==> src/pfa_pkg.sv <==
// ----------------------------------------------------------------------------
// pfa_pkg: shared types and constants of the partition fit allocator
// Widths, policy and register codes, and the scan packet that travels
// along the row of partition cells.
// ----------------------------------------------------------------------------
`default_nettype none

package pfa_pkg;

  localparam int MAX_PARTITIONS = 16;
  localparam int IDX_W          = 4;   // partition index width
  localparam int SIZE_W         = 16;  // partition / request size width
  localparam int CNT_W          = 5;   // partition count register width
  localparam int POL_W          = 3;   // policy register width
  localparam int CFG_IDX_W      = 2;   // config register index width
  localparam int CFG_DATA_W     = 5;   // config write data width

  localparam logic [CNT_W-1:0] CNT_MAX = CNT_W'(MAX_PARTITIONS);

  // allocation policies
  localparam logic [POL_W-1:0] POL_FIRST = 3'd0;
  localparam logic [POL_W-1:0] POL_BEST  = 3'd1;
  localparam logic [POL_W-1:0] POL_WORST = 3'd2;
  localparam logic [POL_W-1:0] POL_NEXT  = 3'd3;
  localparam logic [POL_W-1:0] POL_LAST  = 3'd4;

  // request actions
  localparam logic ACT_LOAD  = 1'b0;
  localparam logic ACT_ALLOC = 1'b1;

  // configuration register indexes
  localparam logic [CFG_IDX_W-1:0] CFG_POLICY = 2'd0;
  localparam logic [CFG_IDX_W-1:0] CFG_COUNT  = 2'd1;

  // search packet handed from cell to cell
  typedef struct packed {
    logic              valid;
    logic [SIZE_W-1:0] req;        // requested size
    logic [IDX_W-1:0]  start;      // next fit start index
    logic              found;      // main candidate (next fit: at/after start)
    logic [IDX_W-1:0]  idx;
    logic [SIZE_W-1:0] size;
    logic              alt_found;  // next fit: first fit from partition 0
    logic [IDX_W-1:0]  alt_idx;
    logic [SIZE_W-1:0] alt_size;
  } scan_t;

  // write command broadcast to all cells
  typedef struct packed {
    logic              load_en;    // overwrite a partition size
    logic              sub_en;     // subtract a granted request
    logic [IDX_W-1:0]  idx;
    logic [SIZE_W-1:0] value;
  } cell_cmd_t;

endpackage

`default_nettype wire

==> src/pfa_in_if.sv <==
// ----------------------------------------------------------------------------
// pfa_in_if: request channel of the partition fit allocator
// Valid/ready channel carrying a load or an allocate request.
// ----------------------------------------------------------------------------
`default_nettype none

interface pfa_in_if import pfa_pkg::*; ();

  logic              valid;
  logic              ready;
  logic              action;
  logic [IDX_W-1:0]  load_index;
  logic [SIZE_W-1:0] size_value;

  modport source (output valid, action, load_index, size_value, input ready);
  modport sink   (input valid, action, load_index, size_value, output ready);

endinterface

`default_nettype wire

==> src/pfa_out_if.sv <==
// ----------------------------------------------------------------------------
// pfa_out_if: result channel of the partition fit allocator
// Valid/ready channel carrying the outcome of one allocate request.
// ----------------------------------------------------------------------------
`default_nettype none

interface pfa_out_if import pfa_pkg::*; ();

  logic              valid;
  logic              ready;
  logic              granted;
  logic [IDX_W-1:0]  chosen_partition;
  logic [SIZE_W-1:0] remaining_after;

  modport source (output valid, granted, chosen_partition, remaining_after, input ready);
  modport sink   (input valid, granted, chosen_partition, remaining_after, output ready);

endinterface

`default_nettype wire

==> src/pfa_cfg_if.sv <==
// ----------------------------------------------------------------------------
// pfa_cfg_if: configuration write channel of the partition fit allocator
// Valid/ready channel carrying a register index and write data.
// ----------------------------------------------------------------------------
`default_nettype none

interface pfa_cfg_if import pfa_pkg::*; ();

  logic                  valid;
  logic                  ready;
  logic [CFG_IDX_W-1:0]  index;
  logic [CFG_DATA_W-1:0] data;

  modport source (output valid, index, data, input ready);
  modport sink   (input valid, index, data, output ready);

endinterface

`default_nettype wire

==> src/pfa_cell.sv <==
// ----------------------------------------------------------------------------
// pfa_cell: one partition cell
// Holds one partition's remaining size, folds it into the passing search
// packet and hands the packet to the next cell in the following cycle.
// ----------------------------------------------------------------------------
`default_nettype none

module pfa_cell import pfa_pkg::*; (
  input  logic             clk_i,
  input  logic             rst_ni,
  input  logic [IDX_W-1:0] cell_idx_i,
  input  logic [POL_W-1:0] policy_i,
  input  logic [CNT_W-1:0] count_i,
  input  cell_cmd_t        cmd_i,
  input  scan_t            pkt_i,
  output scan_t            pkt_o
);

  logic [SIZE_W-1:0] size_q;
  scan_t             pkt_d;
  scan_t             pkt_q;
  logic              in_use;
  logic              fits;
  logic              sel;

  // stored size: loads overwrite, grants subtract
  always_ff @(posedge clk_i) begin
    if (cmd_i.load_en && (cmd_i.idx == cell_idx_i)) begin
      size_q <= cmd_i.value;
    end else if (cmd_i.sub_en && (cmd_i.idx == cell_idx_i)) begin
      size_q <= size_q - cmd_i.value;
    end
  end

  assign in_use = ({1'b0, cell_idx_i} < count_i);
  assign fits   = pkt_i.valid && in_use && (size_q >= pkt_i.req);

  // policy decision for this cell
  always_comb begin
    pkt_d = pkt_i;
    sel   = 1'b0;
    unique case (policy_i)
      POL_BEST:  sel = fits && (!pkt_i.found || (size_q <= pkt_i.size));
      POL_WORST: sel = fits && (!pkt_i.found || (size_q >= pkt_i.size));
      POL_LAST:  sel = fits;
      POL_NEXT: begin
        sel = fits && !pkt_i.found && (cell_idx_i >= pkt_i.start);
        if (fits && !pkt_i.alt_found) begin
          pkt_d.alt_found = 1'b1;
          pkt_d.alt_idx   = cell_idx_i;
          pkt_d.alt_size  = size_q;
        end
      end
      default:   sel = fits && !pkt_i.found;
    endcase
    if (sel) begin
      pkt_d.found = 1'b1;
      pkt_d.idx   = cell_idx_i;
      pkt_d.size  = size_q;
    end
  end

  // hand to neighbor
  always_ff @(posedge clk_i or negedge rst_ni) begin
    if (!rst_ni) begin
      pkt_q <= '0;
    end else begin
      pkt_q <= pkt_d;
    end
  end

  assign pkt_o = pkt_q;

endmodule

`default_nettype wire

==> src/partition_fit_allocator.sv <==
// ----------------------------------------------------------------------------
// partition_fit_allocator: fixed partition allocator, first/best/worst/
// next/last fit
//
// Requests come in on in_req. A load request (action 0) writes one
// partition size and is done in the cycle it is accepted; it gives no
// result. An allocate request (action 1) starts a search packet down a row
// of 16 partition cells, one cell per cycle. The last cell's packet names
// the chosen partition, which is then reduced by the request size and one
// result goes out on out_res.
// Path: an allocate passes the launch register, the 16 cells of the row,
// the capture register of the last cell's packet and the output register.
// Requests are taken one at a time, so the next request is accepted the
// cycle after the result is registered; loads are taken back to back.
// The result sits in an output register. If the receiver stalls, the
// finished search waits, the write back is held until the result can be
// registered, and no new request is accepted meanwhile.
// cfg writes policy (index 0) and partition count (index 1); they are
// taken at any time and are meant for idle periods.
// Reset sets policy to first fit, count to 16 and the next fit pointer to
// 0; partition sizes are undefined until loaded.
// ----------------------------------------------------------------------------
`default_nettype none

module partition_fit_allocator import pfa_pkg::*; (
  input  logic      clk_i,
  input  logic      rst_ni,
  pfa_in_if.sink    in_req,
  pfa_out_if.source out_res,
  pfa_cfg_if.sink   cfg
);

  localparam logic [1:0] ST_IDLE = 2'd0;
  localparam logic [1:0] ST_SCAN = 2'd1;
  localparam logic [1:0] ST_WAIT = 2'd2;

  logic [1:0]        state_q, state_d;
  logic [POL_W-1:0]  policy_q;
  logic [CNT_W-1:0]  pcount_q;
  logic [CNT_W-1:0]  count;
  logic [IDX_W-1:0]  ptr_q;
  scan_t             launch_d;
  scan_t             launch_q;
  scan_t             fin_q;
  scan_t             chain [MAX_PARTITIONS+1];
  cell_cmd_t         cmd;
  logic              in_acc;
  logic              release_res;
  logic              use_alt;
  logic              res_granted;
  logic [IDX_W-1:0]  res_idx;
  logic [SIZE_W-1:0] res_size;
  logic [CNT_W-1:0]  ptr_inc;
  logic              out_valid_q;
  logic              out_granted_q;
  logic [IDX_W-1:0]  out_idx_q;
  logic [SIZE_W-1:0] out_rem_q;

  // configuration registers
  assign cfg.ready = 1'b1;

  always_ff @(posedge clk_i or negedge rst_ni) begin
    if (!rst_ni) begin
      policy_q <= POL_FIRST;
      pcount_q <= CNT_MAX;
    end else if (cfg.valid) begin
      if (cfg.index == CFG_POLICY) begin
        policy_q <= cfg.data[POL_W-1:0];
      end else if (cfg.index == CFG_COUNT) begin
        pcount_q <= cfg.data[CNT_W-1:0];
      end
    end
  end

  assign count = (pcount_q > CNT_MAX) ? CNT_MAX : pcount_q;

  // request handshake
  assign in_req.ready = (state_q == ST_IDLE);
  assign in_acc       = in_req.valid && in_req.ready;

  // finished search: next fit falls back to the wrapped candidate
  assign use_alt     = (policy_q == POL_NEXT) && !fin_q.found;
  assign res_granted = use_alt ? fin_q.alt_found : fin_q.found;
  assign res_idx     = use_alt ? fin_q.alt_idx : fin_q.idx;
  assign res_size    = use_alt ? fin_q.alt_size : fin_q.size;
  assign ptr_inc     = {1'b0, res_idx} + CNT_W'(1);

  assign release_res = (state_q == ST_WAIT) && (!out_valid_q || out_res.ready);

  // write command to the cells
  always_comb begin
    cmd = '0;
    if (in_acc && (in_req.action == ACT_LOAD)) begin
      cmd.load_en = 1'b1;
      cmd.idx     = in_req.load_index;
      cmd.value   = in_req.size_value;
    end else if (release_res && res_granted) begin
      cmd.sub_en = 1'b1;
      cmd.idx    = res_idx;
      cmd.value  = fin_q.req;
    end
  end

  // sequencer
  always_comb begin
    state_d = state_q;
    unique case (state_q)
      ST_IDLE: if (in_acc && (in_req.action == ACT_ALLOC)) state_d = ST_SCAN;
      ST_SCAN: if (chain[MAX_PARTITIONS].valid) state_d = ST_WAIT;
      ST_WAIT: if (release_res) state_d = ST_IDLE;
      default: state_d = ST_IDLE;
    endcase
  end

  always_ff @(posedge clk_i or negedge rst_ni) begin
    if (!rst_ni) begin
      state_q <= ST_IDLE;
    end else begin
      state_q <= state_d;
    end
  end

  // launch packet for the first cell
  always_comb begin
    launch_d       = '0;
    launch_d.valid = in_acc && (in_req.action == ACT_ALLOC);
    launch_d.req   = in_req.size_value;
    launch_d.start = ({1'b0, ptr_q} < count) ? ptr_q : '0;
  end

  always_ff @(posedge clk_i or negedge rst_ni) begin
    if (!rst_ni) begin
      launch_q <= '0;
    end else begin
      launch_q <= launch_d;
    end
  end

  // row of partition cells
  assign chain[0] = launch_q;

  for (genvar k = 0; k < MAX_PARTITIONS; k++) begin : g_cell
    pfa_cell u_cell (
      .clk_i      (clk_i),
      .rst_ni     (rst_ni),
      .cell_idx_i (IDX_W'(k)),
      .policy_i   (policy_q),
      .count_i    (count),
      .cmd_i      (cmd),
      .pkt_i      (chain[k]),
      .pkt_o      (chain[k+1])
    );
  end

  // capture the packet leaving the last cell
  always_ff @(posedge clk_i) begin
    if ((state_q == ST_SCAN) && chain[MAX_PARTITIONS].valid) begin
      fin_q <= chain[MAX_PARTITIONS];
    end
  end

  // next fit pointer
  always_ff @(posedge clk_i or negedge rst_ni) begin
    if (!rst_ni) begin
      ptr_q <= '0;
    end else if (release_res && res_granted && (policy_q == POL_NEXT)) begin
      ptr_q <= (ptr_inc >= count) ? '0 : ptr_inc[IDX_W-1:0];
    end
  end

  // output register
  always_ff @(posedge clk_i or negedge rst_ni) begin
    if (!rst_ni) begin
      out_valid_q <= 1'b0;
    end else if (release_res) begin
      out_valid_q <= 1'b1;
    end else if (out_res.ready) begin
      out_valid_q <= 1'b0;
    end
  end

  always_ff @(posedge clk_i) begin
    if (release_res) begin
      out_granted_q <= res_granted;
      out_idx_q     <= res_granted ? res_idx : '0;
      out_rem_q     <= res_granted ? (res_size - fin_q.req) : '0;
    end
  end

  assign out_res.valid            = out_valid_q;
  assign out_res.granted          = out_granted_q;
  assign out_res.chosen_partition = out_idx_q;
  assign out_res.remaining_after  = out_rem_q;

  // checks
  a_busy_no_accept: assert property (@(posedge clk_i) disable iff (!rst_ni)
    (state_q != ST_IDLE) |-> !in_req.ready)
    else $error("request accepted during a search");

  a_launch_pulse: assert property (@(posedge clk_i) disable iff (!rst_ni)
    launch_q.valid |=> !launch_q.valid)
    else $error("search launched twice");

  a_last_in_scan: assert property (@(posedge clk_i) disable iff (!rst_ni)
    chain[MAX_PARTITIONS].valid |-> (state_q == ST_SCAN))
    else $error("search packet left the row outside a scan");

  a_grant_in_use: assert property (@(posedge clk_i) disable iff (!rst_ni)
    (release_res && res_granted) |-> ({1'b0, res_idx} < count))
    else $error("granted a partition that is not in use");

endmodule

`default_nettype wire

==> src/flat_wrapper.sv <==
// flat-port wrapper written by rule: the top's interface ports become plain ports
module partition_fit_allocator_flat import pfa_pkg::*;
  (clk_i, rst_ni, in_req_valid, in_req_action, in_req_load_index, in_req_size_value, in_req_ready, out_res_valid, out_res_granted, out_res_chosen_partition, out_res_remaining_after, out_res_ready, cfg_valid, cfg_index, cfg_data, cfg_ready);
  pfa_in_if in_req_i ();
  pfa_out_if out_res_i ();
  pfa_cfg_if cfg_i ();
  input  logic clk_i;
  input  logic rst_ni;
  input wire logic [$bits(in_req_i.valid)-1:0] in_req_valid;
  input wire logic [$bits(in_req_i.action)-1:0] in_req_action;
  input wire logic [$bits(in_req_i.load_index)-1:0] in_req_load_index;
  input wire logic [$bits(in_req_i.size_value)-1:0] in_req_size_value;
  output wire logic [$bits(in_req_i.ready)-1:0] in_req_ready;
  output wire logic [$bits(out_res_i.valid)-1:0] out_res_valid;
  output wire logic [$bits(out_res_i.granted)-1:0] out_res_granted;
  output wire logic [$bits(out_res_i.chosen_partition)-1:0] out_res_chosen_partition;
  output wire logic [$bits(out_res_i.remaining_after)-1:0] out_res_remaining_after;
  input wire logic [$bits(out_res_i.ready)-1:0] out_res_ready;
  input wire logic [$bits(cfg_i.valid)-1:0] cfg_valid;
  input wire logic [$bits(cfg_i.index)-1:0] cfg_index;
  input wire logic [$bits(cfg_i.data)-1:0] cfg_data;
  output wire logic [$bits(cfg_i.ready)-1:0] cfg_ready;
  assign in_req_i.valid = in_req_valid;
  assign in_req_i.action = in_req_action;
  assign in_req_i.load_index = in_req_load_index;
  assign in_req_i.size_value = in_req_size_value;
  assign in_req_ready = in_req_i.ready;
  assign out_res_valid = out_res_i.valid;
  assign out_res_granted = out_res_i.granted;
  assign out_res_chosen_partition = out_res_i.chosen_partition;
  assign out_res_remaining_after = out_res_i.remaining_after;
  assign out_res_i.ready = out_res_ready;
  assign cfg_i.valid = cfg_valid;
  assign cfg_i.index = cfg_index;
  assign cfg_i.data = cfg_data;
  assign cfg_ready = cfg_i.ready;
  partition_fit_allocator u_core (.clk_i(clk_i), .rst_ni(rst_ni), .in_req(in_req_i), .out_res(out_res_i), .cfg(cfg_i));
endmodule
==> config.mk <==
export PLATFORM = sky130hd
export DESIGN_NAME = partition_fit_allocator_flat
export DESIGN_NICKNAME = d
export VERILOG_FILES = /design/src/pfa_pkg.sv /design/src/pfa_in_if.sv /design/src/pfa_out_if.sv /design/src/pfa_cfg_if.sv /design/src/pfa_cell.sv /design/src/partition_fit_allocator.sv /design/src/flat_wrapper.sv
export SDC_FILE = /design/constraint.sdc
export NUM_CORES = 2
export LEC_CHECK = 0
export BUFFER_PORTS_ARGS = -buffer_cell sky130_fd_sc_hd__buf_4
export CORE_UTILIZATION = 50
export CTS_CLUSTER_SIZE = 8
export DETAILED_ROUTE_END_ITERATION = 10
export GPL_TIMING_DRIVEN = 1
export PLACE_DENSITY = 0.7
export SYNTH_ARGS = -nofsm -noshare
export SYNTH_HDL_FRONTEND = slang
export SYNTH_SLANG_ARGS = --single-unit
==> constraint.sdc <==
create_clock -name clk_i -period 6.65 [get_ports clk_i]
set_input_delay 0.3325 -clock clk_i [delete_from_list [all_inputs] [get_ports clk_i]]
set_output_delay 0.3325 -clock clk_i [all_outputs]
set_load 0.01 [all_outputs]
# Word level (Yosys, flattened, before mapping)
# Cells that the tools add are included.
[word_totals]
register_bits = 1375
latch_bits = 0
ram_bits = 0
mem_bits_ro = 0
out_inout_bits = 24
n_memories = 0
[op_classes]
n_addsub = 18
n_mul = 0
n_div = 0
n_lt_le_gt_ge = 81
eq_ne = 25
shift = 0
mux = 112
bitwise_logic = 2
n_reduce_logical = 234
[op_table]
columns = ["operator", "n"]
rows = [
  ["$mux W21", 49],
  ["$mux W16", 33],
  ["$ge A16 B16 Y1", 31],
  ["$sub A16 B16 Y16", 17],
  ["$le A16 B16 Y1", 15],
  ["$logic_and A1 B1 Y1", 148],
  ["$pmux W1 S4", 15],
  ["$lt A4 B5 Y1 const A", 8],
  ["$reduce_bool A2 Y1", 17],
  ["$eq A4 B4 Y1 const B", 8],
  ["$ge A4 B4 Y1 const A", 8],
  ["$logic_not A1 Y1", 32],
  ["$logic_or A1 B1 Y1", 31],
  ["$lt A3 B5 Y1 const A", 4],
  ["$mux W20", 1],
  ["$eq A4 B3 Y1 const B", 4],
  ["$ge A3 B4 Y1 const A", 4],
  ["$mux W4", 3],
  ["$lt A1 B5 Y1 const A", 2],
  ["$lt A2 B5 Y1 const A", 2],
  ["$eq A4 B2 Y1 const B", 2],
  ["$ge A1 B4 Y1 const A", 2],
  ["$ge A2 B4 Y1 const A", 2],
  ["$eq A3 B2 Y1 const B", 2],
  ["other kinds (20)", 32],
]

# Depth between registers and ports, before layout
[logic_depth]
ltp_word = 10
mapped_depth = 23
mapped_depth_nobuf = 20

# Modules after synthesis
# From an unflattened synthesis, not the netlist that was laid out.
[hier_totals]
hier_cells = 7144
area_unflattened_um2 = 78985.8
[by_module_without_submodules]
columns = ["module", "instances", "cells_each", "area_per_inst_um2", "seq_area_each_um2"]
rows = [
  ["pfa_cell at u_core.g_cell[0].u_cell ...", 11, 421, 4608.2, 2057.0],
  ["pfa_cell at u_core.g_cell[13].u_cell ...", 4, 418, 4600.7, 2057.0],
  ["partition_fit_allocator", 1, 420, 5291.3, 3274.4],
  ["pfa_cell at u_core.g_cell[15].u_cell", 1, 421, 4601.9, 2057.0],
]

# Least setup slack after synthesis
# Ideal clock, no wire load.
[synth_timing]
kind = "reg-to-reg"
start = "register u_core.policy_q[2]"
end = "register u_core.g_cell[4].u_cell.size_q[14] (data pin)"
setup_time_ns = 0.272
arrival_ns = 5.297
required_ns = 6.378
slack_ns = 1.081
path_stages_with_launch = 22
n_path_buf = 4
synth_period_minus_slack_ns = 5.569
path_cell_list = "dfrtp_1 clkbuf_1 nand4b_1 a211oi_1 clkbuf_1 a22o_1 clkbuf_1 clkbuf_1 ha_1 inv_1 ha_1 a31o_1 maj3_2 maj3_2 maj3_2 maj3_2 a2111oi_0 nor3_1 a31oi_1 xnor2_1 nand2_1 o21ai_1"
[synth_between]
elab_chain_cells = 9
elab_cells_between_ends = 12
classes_between = "add/sub: 1; eq/ne: 2; mux: 6; reduce/logical: 3"
[synth_rtl]
columns = ["item", "line", "rtl"]
rows = [
  ["from (decl)", "partition_fit_allocator.sv:38", "logic [POL_W-1:0] policy_q;"],
  ["from (signal assigned)", "partition_fit_allocator.sv:68", "policy_q <= cfg.data[POL_W-1:0];"],
  ["$eq A3 B2 Y1 (*)", "partition_fit_allocator.sv:82", "assign use_alt = (policy_q == POL_NEXT) && !fin_q.found;"],
  ["$logic_and A1 B1 Y1 (*)", "partition_fit_allocator.sv:82", ""],
  ["$mux W1", "partition_fit_allocator.sv:83", "assign res_granted = use_alt ? fin_q.alt_found : fin_q.found;"],
  ["$logic_and A1 B1 Y1", "partition_fit_allocator.sv:97", "end else if (release_res && res_granted) begin"],
  ["$mux W21 (*)", "partition_fit_allocator.sv:97", ""],
  ["$mux W20 (*)", "partition_fit_allocator.sv:93", "if (in_acc && (in_req.action == ACT_LOAD)) begin"],
  ["$sub A16 B16 Y16 / $eq A4 B3 Y1 (equally long branches)", "pfa_cell.sv:31, pfa_cell.sv:28", ""],
  ["$mux W16 / $logic_and A1 B1 Y1 (equally long branches)", "pfa_cell.sv:30, pfa_cell.sv:28", ""],
  ["$mux W16 (*)", "pfa_cell.sv:28", "if (cmd_i.load_en && (cmd_i.idx == cell_idx_i)) begin"],
  ["to (signal assigned)", "pfa_cell.sv:29", "size_q <= cmd_i.value;"],
  ["to (signal assigned)", "pfa_cell.sv:31", "size_q <= size_q - cmd_i.value;"],
  ["to (decl)", "pfa_cell.sv:19", "logic [SIZE_W-1:0] size_q;"],
]
# Mark *: on every way between the ends. The rest lies on a longest branch, timed or not. The select of a mux whose other input is x is not followed.
# A chain may end at the register's enable or synchronous reset.

# Worst setup path after layout
[layout_timing]
start = "register u_core.policy_q[0]"
end = "register u_core.g_cell[10].u_cell.size_q[15] (data pin)"
[layout_between]
elab_chain_cells = 9
elab_cells_between_ends = 12
classes_between = "add/sub: 1; eq/ne: 2; mux: 6; reduce/logical: 3"
[layout_rtl]
columns = ["item", "line", "rtl"]
rows = [
  ["$eq A3 B2 Y1 (*)", "partition_fit_allocator.sv:82", ""],
  ["$logic_and A1 B1 Y1 (*)", "partition_fit_allocator.sv:82", ""],
  ["$mux W1 (*)", "partition_fit_allocator.sv:83", ""],
  ["net u_core.res_granted", "partition_fit_allocator.sv:50", "logic res_granted;"],
  ["$logic_and A1 B1 Y1 (*)", "partition_fit_allocator.sv:97", ""],
  ["$mux W21 (*)", "partition_fit_allocator.sv:97", ""],
  ["$mux W20 (*)", "partition_fit_allocator.sv:93", ""],
  ["$sub A16 B16 Y16 / $eq A4 B4 Y1 (equally long branches)", "pfa_cell.sv:31, pfa_cell.sv:28", ""],
  ["$mux W16 / $logic_and A1 B1 Y1 (equally long branches)", "pfa_cell.sv:30, pfa_cell.sv:28", ""],
  ["$mux W16 (*)", "pfa_cell.sv:28", ""],
  ["to (signal assigned)", "pfa_cell.sv:29", ""],
  ["to (signal assigned)", "pfa_cell.sv:31", ""],
  ["to (decl)", "pfa_cell.sv:19", ""],
]
# Mark *: on every way through the listed nets, which the timed path passes. The rest lies on a longest branch. The select of a mux whose other input is x is not followed.

==> qor.yml <==
ys_seq_area_frac: 0.503
clock-skew-final_ps: 43.5
yosys.area.top_type_share: 0.359
p_switching_mw: 7.15
fin_crit_ps: 5670
ys_types: 83
comb_power_share: 0.204
timing.fmax_ghz: 0.176
p_leak_nw: 36.9
finalSetupTns_ps: 0
max_cap_viol_count: 0
die_area_mm2: 0.142
dp_hpwl_mm: 154
async_flop_share: 0.750
drc: 0
reg2reg_to: "u_core.g_cell[10].u_cell.size_q[15]$_DFFE_PP_"
path_cells: "and4b_1, nor2_2, buf_4, inv_1, nand2_1, o21ai_2, clkinv_1, buf_4, ha_1, and4_1, o21ai_0, a41oi_1, o21a_1, o21a_1, o21ai_0, xor2_1"
synthFlopType: "dfrtp_1"
grt_pass1_wl_mm: 310
grt_max_degree: 173
critical_path_arrival_ps: 6190
worstPathRequired_ps: 7170
syn_to_final_growth_pct: 12.7
via_per_inst: 5.83
avgSynthCellArea_um2: 11.3
grt_pass1_vias: 49280
hold_path_class: "primary input to async pin"
critPathSlowestCell: "clkinv_1"
slew_headroom: 0.103
grt_overflow: 0
drive_gt1_frac: 0.153
p_int_mw: 16.8
finalWeightedCongestion: 0.968
max_stage_delay_ps: 1000
dr.pass1.iters: 6
synth.most_common_cell: "dfrtp_1"
cts_tree: "done"
io-pin-count: 57
powerDensity_mw_per_mm2: 303
cts-resized-gates: 0
finalCritPeriodShare: 0.853
power.share.switching: 0.299
final_hold_viol_count: 0
root_buffer: "clkbuf_16"
rrSetupSlack_ps: 980
finalWorstSetupSlack_ps: 978
crit_fanout: 20
ant_nets: 0
whs_ps: 121
cts_made_buffers: 186
tightest_slew_ps: 1340
rsz0062_at_grt: "false"
yosysWarnings: 0
synth_top_cell_by_area: "dfrtp_1"
cp-start-kind: "flip-flop"
synthTopCellsByArea: "dfrtp_1, edfxtp_1, ha_1"
drt_iter0_markers: 4236
clk_pin_slew_worst_paths_ps: 60
setup_viol: 0
layout.nets: 7080
rows: 137
critical_path_class: "flip-flop to flip-flop"
regToRegStartpoint: "u_core.policy_q[0]$_DFFE_PN0P_"
synth_edf_count: 335
cts_buffer_depth: 3
cts.sinks: 1341
pre_cts_ws_ps: 1110
drv_slew: 0
syn_inst: 6192
grt_usage: 0.296
drt_wl_total_mm: 208
setup.worst_path.end_class: "flip-flop"
initial_core_util: 0.503
rr_worst_depth: 16
synth_common_cells: "dfrtp_1, ha_1, inv_1"
ir_drop_v: 0.000208
netlist_area_mm2: 0.0701
portBuffers: 55
power_frac_seq: 0.425
insertion_delay_ps: 810
avgRoutedWirePerCell_um: 24.8
num_vias: 48957
syn_nets: 6890
die_w_um: 376
ys_ff_latch: 1341
antenna_found_initial: 8
htree_num_levels: 4
fp.dieH_um: 376
core_mm2: 0.139
status: "completed"
p_clk_frac: 0.371
## cell type report
| cell class | instances | area [um^2] |
|---|---|---|
| Antenna cell | 4 | 10.0 |
| Clock buffer | 302 | 5130 |
| Clock inverter | 15 | 284 |
| Fill cell | 11476 | 60300 |
| Inverter | 579 | 2170 |
| Multi-Input combinational cell | 4066 | 32100 |
| Sequential cell | 1341 | 35200 |
| Tap cell | 1876 | 2350 |
| Timing Repair Buffer | 208 | 1750 |
## power by group through the flow
| stage | Sequential [mW] | Clock, mW | Combinational (mW) |
|---|---|---|---|
| after CTS | 10.2 | 9.01 | 4.85 |
| final | 10.2 | 8.88 | 4.90 |
| after floorplan | 9.88 | 0 | 3.36 |
| after detailed placement | 10.3 | 0 | 4.78 |
| after global routing | 10.2 | 9.36 | 5.38 |
| after global placement | 10.3 | 0 | 4.66 |
## registers in the layout (all words and copies together), names as in the netlist
register / cells
u_core.pcount_q: 5
u_core.policy_q: 3
u_core.g_cell.u_cell.size_q: 256
u_core.out_res.granted: 1
u_core.out_res.chosen_partition: 4
u_core.fin_q: 58
u_core.out_res.remaining_after: 16
u_core.out_res.valid: 1
u_core.chain: 21
u_core.g_cell.u_cell.pkt_o: 970
u_core.ptr_q: 4
u_core.state_q: 2
## cell families (layout without fill, tap and decap cells)
logic type               count (synthesis)  count (layout)  synth area share
buffers and inverters                  785            1104            0.0425
XOR/XNOR                               369             369            0.0461
AO/OA/AOI/OAI                         1157            1157             0.105
AND/OR/NAND/NOR                       1266            1266            0.0895
flip-flops                            1341            1341             0.503
multiplexers                           519             519            0.0824
adder cells (fa/ha/maj)                754             754             0.132
other                                    1               5         0.0000535
## critical path: cells and delay by family, from the launching register on
kind / cells / cell delay (ps)
buffers and inverters: 4 / 1960
AO/OA/AOI/OAI: 6 / 1050
AND/OR/NAND/NOR: 4 / 1040
flip-flops: 1 / 640
adder cells (fa/ha/maj): 1 / 440
XOR/XNOR: 1 / 210
## metal layers
metal,vias up,part of all wire,track usage
met2,1795,0.47,0.475
met1,24504,0.41,0.378
met5,-,0.000096,0
met3,549,0.064,0.0525
met4,2,0.058,0.165
li1,22107,-,-
## cells in the final DEF, fill, tap and decap left out, drive strengths merged, types with 269 or more instances in the layout
master / n
edfxtp: 335
inv: 584
o21ai: 269
a21oi: 334
clkbuf: 302
mux2: 466
xnor2: 284
dfrtp: 1005
nand2: 364
ha: 664
## how the worst max path moves through the flow
stage                                        start                                            end  slack [ps]  cells after the start
floorplan           u_core.policy_q[2]$_DFFE_PN0P_   u_core.g_cell[4].u_cell.size_q[14]$_DFFE_PP_        1080                     21
global placement    u_core.policy_q[0]$_DFFE_PN0P_   u_core.g_cell[8].u_cell.size_q[12]$_DFFE_PP_        1210                     19
detailed placement  u_core.policy_q[0]$_DFFE_PN0P_  u_core.g_cell[10].u_cell.size_q[15]$_DFFE_PP_        1110                     16
CTS                 u_core.policy_q[0]$_DFFE_PN0P_   u_core.g_cell[4].u_cell.size_q[15]$_DFFE_PP_        1070                     14
global route        u_core.policy_q[1]$_DFFE_PN0P_  u_core.g_cell[10].u_cell.size_q[15]$_DFFE_PP_         720                     16
finish              u_core.policy_q[0]$_DFFE_PN0P_  u_core.g_cell[10].u_cell.size_q[15]$_DFFE_PP_         980                     16
## metrics by stage
| stage | util | instance area, um^2 | cells | power, mW |
|---|---|---|---|---|
| 2_1_floorplan | - | 70100 | 6192 | 13.2 |
| 3_3_place_gp | 0.526 | 73300 | 8043 | 14.9 |
| 3_5_place_dp | 0.526 | 73300 | 8043 | 15.1 |
| 4_1_cts | 0.567 | 79000 | 8386 | 24.0 |
| 5_1_grt | 0.567 | 79000 | 8387 | 25.0 |
| 6_report | 0.567 | 79000 | 8391 | 23.9 |
## what timing repair did
item	in CTS	in global routing
hold buffers	26	0
hold endpoints to repair	99	0
setup buffers	0	0
No activity file was read; power rests on OpenSTA's default activity.
